File: config.mk
export PLATFORM = sky130hd
export DESIGN_NAME = packet_header_field_extractor
export DESIGN_NICKNAME = d
export VERILOG_FILES = /design/src/sv/phfe_pkg.sv /design/src/sv/packet_header_field_extractor.sv /design/src/sv/phfe_front.sv /design/src/sv/phfe_fifo.sv /design/src/sv/phfe_back.sv
export SDC_FILE = /design/constraint.sdc
export NUM_CORES = 1
export LEC_CHECK = 0
export BUFFER_PORTS_ARGS = -buffer_cell sky130_fd_sc_hd__buf_2
export CAP_MARGIN = 15
export CORE_MARGIN = 2
export CORE_UTILIZATION = 62
export CTS_CLUSTER_DIAMETER = 50
export DETAILED_ROUTE_END_ITERATION = 12
export HOLD_SLACK_MARGIN = 0.15
export PLACE_DENSITY = 0.9
export SLEW_MARGIN = 20
export SYNTH_ARGS = -nofsm -noshare
export SYNTH_HDL_FRONTEND = slang
export SYNTH_SLANG_ARGS = --single-unit
File: constraint.sdc
create_clock -name clk -period 7.7 [get_ports clk]
set_clock_uncertainty 0.1 [all_clocks]
set_input_delay 1.155 -clock clk [delete_from_list [all_inputs] [get_ports clk]]
set_output_delay 1.155 -clock clk [all_outputs]
set_load 0.01 [all_outputs]
File: src/sv/phfe_pkg.sv
`default_nettype none
package phfe_pkg;

  localparam int unsigned NumPh = 38;

  typedef logic [5:0] phase_t;
  typedef logic [5:0] code_t;

  localparam phase_t PH_DMAC    = 6'd0;
  localparam phase_t PH_TYPE    = 6'd2;
  localparam phase_t PH_TCI     = 6'd3;
  localparam phase_t PH_HRD     = 6'd4;
  localparam phase_t PH_TPA     = 6'd12;
  localparam phase_t PH_VIHL    = 6'd13;
  localparam phase_t PH_LEN     = 6'd15;
  localparam phase_t PH_OFF     = 6'd17;
  localparam phase_t PH_PROTO   = 6'd19;
  localparam phase_t PH_DST     = 6'd22;
  localparam phase_t PH_IPOPT   = 6'd23;
  localparam phase_t PH_TSP     = 6'd24;
  localparam phase_t PH_OFFFL   = 6'd28;
  localparam phase_t PH_URP     = 6'd31;
  localparam phase_t PH_TOPT    = 6'd32;
  localparam phase_t PH_USP     = 6'd33;
  localparam phase_t PH_USUM    = 6'd36;
  localparam phase_t PH_PAYLOAD = 6'd37;

  localparam logic [15:0] ETYPE_ARP  = 16'h0806;
  localparam logic [15:0] ETYPE_RARP = 16'h8035;
  localparam logic [15:0] ETYPE_IPV4 = 16'h0800;
  localparam logic [7:0]  PROTO_TCP  = 8'd6;
  localparam logic [7:0]  PROTO_UDP  = 8'd17;
  localparam logic [5:0]  FIXED_HDR  = 6'd20;

  localparam code_t C_TPID    = 6'd2;
  localparam code_t C_PCP     = 6'd3;
  localparam code_t C_DEI     = 6'd4;
  localparam code_t C_VID     = 6'd5;
  localparam code_t C_ETYPE   = 6'd6;
  localparam code_t C_TPA     = 6'd15;
  localparam code_t C_IPVER   = 6'd16;
  localparam code_t C_IHL     = 6'd17;
  localparam code_t C_RSV     = 6'd21;
  localparam code_t C_DF      = 6'd22;
  localparam code_t C_MF      = 6'd23;
  localparam code_t C_FRAG    = 6'd24;
  localparam code_t C_IPDST   = 6'd29;
  localparam code_t C_THL     = 6'd34;
  localparam code_t C_TFLAGS  = 6'd35;
  localparam code_t C_L4SUM   = 6'd37;
  localparam code_t C_URG     = 6'd38;
  localparam code_t C_PAYLOAD = 6'd41;
  localparam code_t C_END     = 6'd42;

  // one decoded byte: up to four results
  typedef enum logic [3:0] {
    K_NONE, K_SIMPLE, K_TPID, K_TCI, K_VIHL, K_OFF, K_OFFFL, K_PAYLOAD, K_END
  } kind_t;

  typedef struct packed {
    kind_t       kind;
    code_t       code;
    logic        fend;
    logic [47:0] value;
    logic [15:0] fidx;
  } job_t;

  typedef struct packed {
    code_t       code;
    logic [47:0] value;
    logic        fend;
    logic [15:0] fidx;
  } res_t;

  function automatic logic [2:0] ph_len(input phase_t p);
    case (p)
      6'd0, 6'd1, 6'd9, 6'd11:                         ph_len = 3'd6;
      6'd10, 6'd12, 6'd21, 6'd22, 6'd26, 6'd27:       ph_len = 3'd4;
      6'd6, 6'd7, 6'd13, 6'd14, 6'd18, 6'd19:         ph_len = 3'd1;
      6'd23, 6'd32, 6'd37:                             ph_len = 3'd0;
      default:                                         ph_len = 3'd2;
    endcase
  endfunction

  function automatic code_t ph_code(input phase_t p);
    case (p)
      6'd0: ph_code = 6'd0;   6'd1: ph_code = 6'd1;   6'd2: ph_code = 6'd6;
      6'd3: ph_code = 6'd5;   6'd13: ph_code = 6'd16; 6'd14: ph_code = 6'd18;
      6'd15: ph_code = 6'd19; 6'd16: ph_code = 6'd20; 6'd17: ph_code = 6'd24;
      6'd18: ph_code = 6'd25; 6'd19: ph_code = 6'd26; 6'd20: ph_code = 6'd27;
      6'd21: ph_code = 6'd28; 6'd22: ph_code = 6'd29; 6'd23: ph_code = 6'd42;
      6'd24: ph_code = 6'd30; 6'd25: ph_code = 6'd31; 6'd26: ph_code = 6'd32;
      6'd27: ph_code = 6'd33; 6'd28: ph_code = 6'd34; 6'd29: ph_code = 6'd36;
      6'd30: ph_code = 6'd37; 6'd31: ph_code = 6'd38; 6'd32: ph_code = 6'd42;
      6'd33: ph_code = 6'd30; 6'd34: ph_code = 6'd31; 6'd35: ph_code = 6'd39;
      6'd36: ph_code = 6'd37; 6'd37: ph_code = 6'd41;
      default: ph_code = 6'(p + 6'd3);
    endcase
  endfunction

endpackage
`default_nettype wire

File: src/sv/packet_header_field_extractor.sv
`default_nettype none
// Byte-serial Ethernet/VLAN/ARP/IPv4/TCP/UDP header parser. One frame byte is
// accepted per cycle while in_tready is high; the front stage tracks the
// header position and hands completed fields through a four-entry queue to
// the back stage, which emits one result per cycle unless out_tready stalls.
// Bytes completing a tag TCI (3 results), IPv4 flags/offset (4), version/IHL
// or TCP offset/flags (2) emit each in turn, so input slows behind those.
module packet_header_field_extractor (
  input  wire logic        clk,
  input  wire logic        rst_n,
  input  wire logic        cfg_we,
  input  wire logic        cfg_addr,
  input  wire logic [15:0] cfg_wdata,
  input  wire logic        in_tvalid,
  output logic             in_tready,
  input  wire logic [7:0]  in_tdata,   // data_byte
  output logic             out_tvalid,
  input  wire logic        out_tready,
  output logic [63:0]      out_tdata,  // field_value, frame_index
  output logic [5:0]       out_tuser,  // field_code
  output logic             out_tlast   // frame_end
);
  import phfe_pkg::*;

  logic fj_v, fj_r, bj_v, bj_r, ov_r;
  job_t fj, bj;
  res_t br, o_r;
  logic ov_n;

  phfe_front u_front (
    .clk, .rst_n, .cfg_we, .cfg_idx(cfg_addr), .cfg_data(cfg_wdata),
    .in_valid(in_tvalid), .in_ready(in_tready), .in_byte(in_tdata),
    .job_valid(fj_v), .job_ready(fj_r), .job(fj)
  );
  phfe_fifo u_fifo (
    .clk, .rst_n, .wr_valid(fj_v), .wr_ready(fj_r), .wr_data(fj),
    .rd_valid(bj_v), .rd_ready(bj_r), .rd_data(bj)
  );
  phfe_back u_back (
    .clk, .rst_n, .job_valid(bj_v), .job_ready(bj_r), .job(bj),
    .out_valid(ov_n), .out_ready(!ov_r || out_tready), .res(br)
  );

  always_ff @(posedge clk) begin
    if (!rst_n) ov_r <= 1'b0;
    else if (!ov_r || out_tready) ov_r <= ov_n;
  end
  always_ff @(posedge clk) begin
    if (!ov_r || out_tready) o_r <= br;
  end

  assign out_tvalid = ov_r;
  assign out_tdata  = {o_r.fidx, o_r.value};
  assign out_tuser  = o_r.code;
  assign out_tlast  = o_r.fend;
endmodule
`default_nettype wire

File: src/sv/phfe_front.sv
`default_nettype none
module phfe_front (
  input  wire logic           clk,
  input  wire logic           rst_n,
  input  wire logic           cfg_we,
  input  wire logic           cfg_idx,
  input  wire logic [15:0]    cfg_data,
  input  wire logic           in_valid,
  output logic                in_ready,
  input  wire logic [7:0]     in_byte,
  output logic                job_valid,
  input  wire logic           job_ready,
  output phfe_pkg::job_t      job
);
  import phfe_pkg::*;

  logic [15:0] outer_r, inner_r;
  phase_t      phase_r, phase_nxt;
  logic [2:0]  bif_r, bif_nxt;
  logic [15:0] rem_r, rem_nxt;
  logic [47:0] shift_r, shift_nxt;
  logic [15:0] tlen_r, tlen_nxt;
  logic [5:0]  ihb_r, ihb_nxt;
  logic [5:0]  l4b_r, l4b_nxt;
  logic [7:0]  proto_r, proto_nxt;
  logic [15:0] fcnt_r;
  logic        jv_r;
  job_t        job_r;
  job_t        jn;
  logic        ending;
  logic        acc;
  logic [47:0] v;
  logic [15:0] t;
  phase_t      ph;
  logic [17:0] pay;

  assign in_ready  = !jv_r || job_ready;
  assign acc       = in_valid && in_ready;
  assign job_valid = jv_r;
  assign job       = job_r;

  always_comb begin
    phase_nxt = phase_r; bif_nxt = bif_r; rem_nxt = rem_r; shift_nxt = shift_r;
    tlen_nxt = tlen_r; ihb_nxt = ihb_r; l4b_nxt = l4b_r; proto_nxt = proto_r;
    ending = 1'b0;
    jn = '0;
    jn.kind = K_NONE;
    jn.fidx = fcnt_r;
    v = {shift_r[39:0], in_byte};
    t = v[15:0];
    ph = (phase_r >= 6'(NumPh)) ? PH_DMAC : phase_r;
    pay = 18'd0;
    if (ph == PH_IPOPT || ph == PH_TOPT) begin
      if (rem_r <= 16'd1) begin
        rem_nxt = '0;
        if (ph == PH_IPOPT && proto_r == PROTO_TCP) phase_nxt = PH_TSP;
        else if (ph == PH_IPOPT && proto_r == PROTO_UDP) phase_nxt = PH_USP;
        else begin
          if (ph == PH_IPOPT) l4b_nxt = '0;
          pay = {2'b0, tlen_r} - 18'(ihb_r) - ((ph == PH_IPOPT) ? 18'd0 : 18'(l4b_r));
          if (!pay[17] && pay != 0) begin
            rem_nxt = pay[15:0]; phase_nxt = PH_PAYLOAD;
          end else ending = 1'b1;
        end
      end else rem_nxt = rem_r - 16'd1;
    end else if (ph == PH_PAYLOAD) begin
      jn.kind = K_PAYLOAD; jn.code = C_PAYLOAD; jn.value = {40'd0, in_byte};
      if (rem_r <= 16'd1) begin
        rem_nxt = '0; ending = 1'b1;
      end else rem_nxt = rem_r - 16'd1;
    end else if (bif_r + 3'd1 < ph_len(ph)) begin
      bif_nxt = bif_r + 3'd1; shift_nxt = v; phase_nxt = ph;
    end else begin
      bif_nxt = '0; shift_nxt = '0;
      jn.value = v; jn.kind = K_SIMPLE; jn.code = ph_code(ph);
      phase_nxt = ph + 6'd1;
      case (ph)
        PH_TYPE: begin
          jn.value = {32'd0, t};
          if (t == outer_r || t == inner_r) begin
            jn.kind = K_TPID; phase_nxt = PH_TCI;
          end else if (t == ETYPE_ARP || t == ETYPE_RARP) phase_nxt = PH_HRD;
          else if (t == ETYPE_IPV4) phase_nxt = PH_VIHL;
          else ending = 1'b1;
        end
        PH_TCI: begin jn.kind = K_TCI; phase_nxt = PH_TYPE; end
        PH_TPA: begin jn.code = C_TPA; ending = 1'b1; end
        PH_VIHL: begin jn.kind = K_VIHL; ihb_nxt = {v[3:0], 2'b00}; end
        PH_LEN: tlen_nxt = t;
        PH_OFF: jn.kind = K_OFF;
        PH_PROTO: proto_nxt = v[7:0];
        PH_DST, PH_URP, PH_USUM: begin
          if (ph == PH_DST && ihb_r > FIXED_HDR) begin
            rem_nxt = 16'(ihb_r - FIXED_HDR); phase_nxt = PH_IPOPT;
          end else if (ph == PH_DST && proto_r == PROTO_TCP) phase_nxt = PH_TSP;
          else if (ph == PH_DST && proto_r == PROTO_UDP) phase_nxt = PH_USP;
          else if (ph == PH_URP && l4b_r > FIXED_HDR) begin
            rem_nxt = 16'(l4b_r - FIXED_HDR); phase_nxt = PH_TOPT;
          end else begin
            if (ph == PH_DST) l4b_nxt = '0;
            if (ph == PH_USUM) l4b_nxt = 6'd8;
            pay = {2'b0, tlen_r} - 18'(ihb_r) -
                  ((ph == PH_DST) ? 18'd0 : (ph == PH_USUM) ? 18'd8 : 18'(l4b_r));
            if (!pay[17] && pay != 0) begin
              rem_nxt = pay[15:0]; phase_nxt = PH_PAYLOAD;
            end else ending = 1'b1;
          end
        end
        PH_OFFFL: begin jn.kind = K_OFFFL; l4b_nxt = {v[15:12], 2'b00}; end
        default: ;
      endcase
    end
    if (ending) begin
      jn.fend = 1'b1;
      if (jn.kind == K_NONE) begin
        jn.kind = K_END; jn.code = C_END; jn.value = '0;
      end
      phase_nxt = PH_DMAC; bif_nxt = '0; shift_nxt = '0; rem_nxt = '0;
    end
  end

  always_ff @(posedge clk) begin
    if (!rst_n) begin
      outer_r <= 16'h88A8; inner_r <= 16'h8100;
      phase_r <= PH_DMAC; bif_r <= '0; rem_r <= '0; shift_r <= '0;
      tlen_r <= '0; ihb_r <= '0; l4b_r <= '0; proto_r <= '0; fcnt_r <= '0;
      jv_r <= 1'b0;
    end else begin
      if (cfg_we && !cfg_idx) outer_r <= cfg_data;
      if (cfg_we && cfg_idx) inner_r <= cfg_data;
      if (acc) begin
        phase_r <= phase_nxt; bif_r <= bif_nxt; rem_r <= rem_nxt;
        shift_r <= shift_nxt; tlen_r <= tlen_nxt; ihb_r <= ihb_nxt;
        l4b_r <= l4b_nxt; proto_r <= proto_nxt;
        if (ending) fcnt_r <= fcnt_r + 16'd1;
        jv_r <= (jn.kind != K_NONE);
      end else if (job_ready) jv_r <= 1'b0;
    end
  end

  always_ff @(posedge clk) begin
    if (acc) job_r <= jn;
  end
endmodule
`default_nettype wire

File: src/sv/phfe_fifo.sv
`default_nettype none
module phfe_fifo (
  input  wire logic      clk,
  input  wire logic      rst_n,
  input  wire logic      wr_valid,
  output logic           wr_ready,
  input  phfe_pkg::job_t wr_data,
  output logic           rd_valid,
  input  wire logic      rd_ready,
  output phfe_pkg::job_t rd_data
);
  import phfe_pkg::*;

  job_t       mem_r [4];
  logic [1:0] wp_r, rp_r;
  logic [2:0] cnt_r;
  logic       wr, rd;

  assign wr_ready = cnt_r != 3'd4;
  assign rd_valid = cnt_r != 3'd0;
  assign rd_data  = mem_r[rp_r];
  assign wr = wr_valid && wr_ready;
  assign rd = rd_valid && rd_ready;

  always_ff @(posedge clk) begin
    if (!rst_n) begin
      wp_r <= '0; rp_r <= '0; cnt_r <= '0;
    end else begin
      if (wr) wp_r <= wp_r + 2'd1;
      if (rd) rp_r <= rp_r + 2'd1;
      cnt_r <= cnt_r + 3'(wr) - 3'(rd);
    end
  end

  always_ff @(posedge clk) begin
    if (wr) mem_r[wp_r] <= wr_data;
  end
endmodule
`default_nettype wire

File: src/sv/phfe_back.sv
`default_nettype none
module phfe_back (
  input  wire logic      clk,
  input  wire logic      rst_n,
  input  wire logic      job_valid,
  output logic           job_ready,
  input  phfe_pkg::job_t job,
  output logic           out_valid,
  input  wire logic      out_ready,
  output phfe_pkg::res_t res
);
  import phfe_pkg::*;

  logic [1:0] sub_r;
  logic [1:0] last;
  logic       adv;
  res_t       r;
  logic [47:0] v;

  assign v = job.value;

  always_comb begin
    r.fidx = job.fidx;
    r.code = job.code;
    r.value = v;
    last = 2'd0;
    case (job.kind)
      K_TPID: r.code = C_TPID;
      K_TCI: begin
        last = 2'd2;
        case (sub_r)
          2'd0: begin r.code = C_PCP; r.value = {45'd0, v[15:13]}; end
          2'd1: begin r.code = C_DEI; r.value = {47'd0, v[12]}; end
          default: begin r.code = C_VID; r.value = {36'd0, v[11:0]}; end
        endcase
      end
      K_VIHL: begin
        last = 2'd1;
        if (sub_r == 2'd0) begin r.code = C_IPVER; r.value = {44'd0, v[7:4]}; end
        else begin r.code = C_IHL; r.value = {42'd0, v[3:0], 2'b00}; end
      end
      K_OFF: begin
        last = 2'd3;
        case (sub_r)
          2'd0: begin r.code = C_RSV; r.value = {47'd0, v[15]}; end
          2'd1: begin r.code = C_DF; r.value = {47'd0, v[14]}; end
          2'd2: begin r.code = C_MF; r.value = {47'd0, v[13]}; end
          default: begin r.code = C_FRAG; r.value = {32'd0, v[12:0], 3'b000}; end
        endcase
      end
      K_OFFFL: begin
        last = 2'd1;
        if (sub_r == 2'd0) begin r.code = C_THL; r.value = {42'd0, v[15:12], 2'b00}; end
        else begin r.code = C_TFLAGS; r.value = {40'd0, v[7:0]}; end
      end
      default: ;
    endcase
    r.fend = job.fend && (sub_r == last);
  end

  assign out_valid = job_valid;
  assign res = r;
  assign adv = job_valid && out_ready;
  assign job_ready = adv && (sub_r == last);

  always_ff @(posedge clk) begin
    if (!rst_n) sub_r <= '0;
    else if (adv) sub_r <= (sub_r == last) ? 2'd0 : sub_r + 2'd1;
  end
endmodule
`default_nettype wire

==> impl_summary.log <==
[metrics] area of the core region: 43,170 sq um
[metrics] Combinational Power Share: 15.0%
[metrics] Critical Path Source Type: flip-flop
[metrics] Slowest cell on crit path: dfxtp_1
[metrics] number of instances in the synthesized netlist: 2,111
[metrics] P_sw: 2053 uW
[metrics] synth top area cells: edfxtp_1 49%, dfxtp_1 12%, mux4_2 6.2%
[metrics] area occupied by multi-input gates: 9920 sq um
[metrics] CTS max path bufs: 3
[metrics] total number of vias: 18,590
[metrics] proportion of power drawn by flip-flops and latches: 49.9%
[metrics] Routed Antenna Nets: 0
[metrics] leading cell type by number of instances after synthesis: edfxtp_1
[metrics] Hold Worst Slack: 0.3638 ns
[metrics] EDFF count, synth: 446
[metrics] path class of the lowest-slack min-delay path: reg2reg
[metrics] GRT Util Overall: 32.47%
[metrics] Synth cell types: 94
[metrics] worst path arrival time: 7.18 ns
[metrics] areal power density over the cells: 261.7 nW/um^2
[metrics] number of cell rows: 76
[metrics] Post-CTS Resized: 0
[metrics] chip width: 213.4 um
[metrics] number of slew-limit violations in the final report: 0
[metrics] largest fanout of any net on the critical path: 17
[metrics] initial cell density of the core: 62.95%
[metrics] headroom to the max-slew limit: 28.92%
[metrics] number of max-cap violations: 0
[metrics] slew at the pin closest to its max-slew limit: 1.063 ns
[metrics] area of the die: 45,520 sq um
[metrics] Root Driver: clkbuf_16
[metrics] maximum number of pins on one net before global-route repair: 68
[metrics] count of routing violations after the opening detailed-route iteration: 2,300
[metrics] number of global-route vias before repair: 18,240
[metrics] total leakage power: 0.01080 uW
[metrics] dominant delay contributor by cell family on the critical path: compound AO/OA/AOI/OAI gates
[metrics] Remaining Overflow, GRT: 0
[metrics] Post-Syn Area: 27,170 sq um
[metrics] share of the yosys chip area belonging to registers: 60.92%
[metrics] first-pass GRT wire length: 110,700 um
[metrics] commonest register cell after synthesis: edfxtp_1
[metrics] Post-CTS Hold Fix Bufs: 0
[metrics] DRC viols: 0
[metrics] count of state elements after synthesis: 604
[metrics] I/O Pins: 103
[metrics] Num CTS Buffers: 57
[metrics] sequential cell area in the final layout: 16,560 sq um
[metrics] setup bufs post-CTS: 0
[metrics] FMAX: 147.7 MHz
[metrics] CTS tree: built
[metrics] most numerous cell types in the synthesized netlist: 446 x edfxtp_1, 177 x nand2_1, 158 x dfxtp_1
[metrics] mean instance size in the synthesized netlist: 12.87 sq um
[metrics] Port Buffers: 102
[metrics] initial antenna violation count: 1
[metrics] level count of the clock H-tree: 2
[metrics] clock transition at the register clock pins on the worst setup and hold paths after CTS: 0.06 ns
[metrics] period utilisation layout: 87.92%
[metrics] fraction of post-synthesis cell area in the top cell type by area: 49.28%
[metrics] Setup violations, final: 0
[metrics] layout cell share with drive strength beyond 1: 15.68%
[metrics] WL final: 72,480 um
[metrics] Synth warnings: 0
[metrics] critical path's largest stage delay: 0.65 ns
[metrics] shortest period the worst path allows: 6.770 ns
[metrics] proportion of synthesized flip-flops having asynchronous set or reset: 0%
[metrics] maximum vdd ir drop: 0.0002003 V
[metrics] CP Data Required Time: 8.11 ns
[metrics] internal power: 5801 uW
[metrics] number of fillers in the final layout: 2,787
[metrics] worst skew pair latency: 0.64 ns
[metrics] dpl hpwl: 46,120 um
[metrics] nets@finish: 2,238
[metrics] area growth from synthesis to final layout: 10.46%
[metrics] crit path buf inv count: 3
[metrics] 1st-pass router iterations: 6
[metrics] final sum of negative setup slack: 0 ns
[metrics] via/cell ratio: 6.640
[metrics] kind of critical path: reg2reg
[metrics] Sinks on Clock Net: 604
[metrics] syn nets: 2,183
[metrics] list of cells traversed by the critical path: a211oi_1 > nand2b_1 > nand2_1 > ha_1 > nand3_1 > inv_1 > o21ai_0 > ha_1 > and3b_1 > o21ai_0 > nor4b_2 > o31ai_1 > buf_4 > and3_1 > o311ai_2 > o41ai_4 > a211oi_4 > or2_1 > buf_4 > mux2i_1
[metrics] part of the total power dissipated in the clock network: 35.1%
[metrics] final number of hold-violating endpoints: 0
[metrics] switch share: 26.14%
[metrics] global placer's final weighted congestion: 0.9140
[metrics] result of the run: finished, final reports clean
[metrics] critical path endpoint category: flip-flop
[metrics] top cell type by total area after synthesis: edfxtp_1
[metrics] setup repair after global routing missed its margin: false
[metrics] height of the die: 213.4 um
[metrics] DR WL/cell: 25.89 um
## logic make-up after synthesis
kind of cell | share of synthesized area [%]
AOI/OAI and AO/OA | 10.75
xor gates and xnor gates | 2.836
adders and majority gates | 2.044
buffers and inverters | 2.730
DFF | 60.92
muxes | 8.444
and+or+nand+nor | 12.28
## final timing paths
kind	startpoint	to	slack (ns)	cells past startpoint
worst min register to register	u_front.fcnt_r[15]$_SDFFE_PN0P_	u_front.job[15]$_DFFE_PP_	0.36	0
worst max register to register	u_front.phase_r[1]$_SDFFE_PN0P_	u_front.rem_r[8]$_SDFFE_PN0P_	0.93	20
worst min-delay path	u_front.fcnt_r[15]$_SDFFE_PN0P_	u_front.job[15]$_DFFE_PP_	0.36	0
worst max-delay path	u_front.phase_r[1]$_SDFFE_PN0P_	u_front.rem_r[8]$_SDFFE_PN0P_	0.93	20
## area by class of cell
class	count	area share [%]
clock buffers	78	5.319
inverters	48	0.6044
repair buffers	135	2.580
flip-flops and latches	604	55.17
well taps	585	2.438
multi-input cells	1320	33.05
diodes	1	0.008336
clock inverters	28	0.8336
## state kept, by name, indices dropped and copies added, names as in the netlist, named ones only
signal,cells
u_front.tlen_r,16
u_front.phase_r,6
out_tuser,6
u_front.ihb_r,4
u_front.fcnt_r,16
u_front.inner_r,16
u_front.shift_r,40
u_fifo.mem_r,300
u_fifo.rp_r,2
out_tvalid,1
out_tlast,1
u_front.job_valid,1
u_fifo.wp_r,2
u_back.sub_r,2
u_front.bif_r,3
u_front.rem_r,16
u_front.outer_r,16
u_fifo.cnt_r,3
u_front.proto_r,8
u_front.job,75
u_front.l4b_r,4
out_tdata,64
## power by group through the flow
stage          Combinational [uW]  Clock [uW]  Sequential [uW]
2_1_floorplan                 685           0             4020
3_3_place_gp                 1090           0             3960
3_5_place_dp                 1150           0             3980
4_1_cts                      1180        2770             3920
5_1_grt                      1270        2890             3950
6_report                     1180        2750             3920
## per-stage QoR
stage	cells	util, %	setup slack, ns	total power [uW]	instance area, sq um
floorplan	2111	-	2.082	4705	27170
global placement	2692	65.23	1.371	5050	28160
finish	2799	69.53	0.9298	7854	30020
detailed placement	2692	65.23	1.180	5125	28160
CTS	2798	69.51	1.162	7867	30010
global route	2798	69.53	0.4177	8114	30020
## layer usage
layer  global-route usage, %  routed length, um  vias up
met5                       0                  0        -
met4                   12.57               2770        0
met3                   4.672               5596      223
met2                   55.28              36700     1114
met1                   42.55              27410     9140
li1                        -                  -     8109
## layout by cell type, fill, tap and decap left out, types with 9 or more instances in the layout
cell type / Yosys / routed
clkbuf_1: 102 / 13
a31oi_1: 10 / 10
o211ai_1: 14 / 14
nand4_1: 26 / 26
and3_1: 50 / 50
nor3b_1: 9 / 9
buf_2: 14 / 102
mux2i_1: 56 / 56
dfxtp_1: 158 / 156
or3_1: 12 / 12
a22o_1: 57 / 57
nand3_1: 58 / 58
nand2_1: 177 / 177
ha_1: 38 / 38
nor2_1: 137 / 137
mux4_2: 75 / 75
clkinv_2: 0 / 11
and2_1: 64 / 60
buf_4: 2 / 31
xor2_1: 21 / 21
o31ai_1: 20 / 20
clkbuf_16: 0 / 58
nor3_1: 33 / 32
o21ai_0: 67 / 67
a21oi_1: 90 / 90
xnor2_1: 67 / 67
nand2b_1: 29 / 28
inv_1: 47 / 46
nor4_1: 16 / 16
a211oi_1: 10 / 10
o21a_1: 10 / 10
edfxtp_1: 446 / 446
o2111ai_1: 9 / 9
a21o_1: 10 / 10
(Power assumes the default switching activity.)
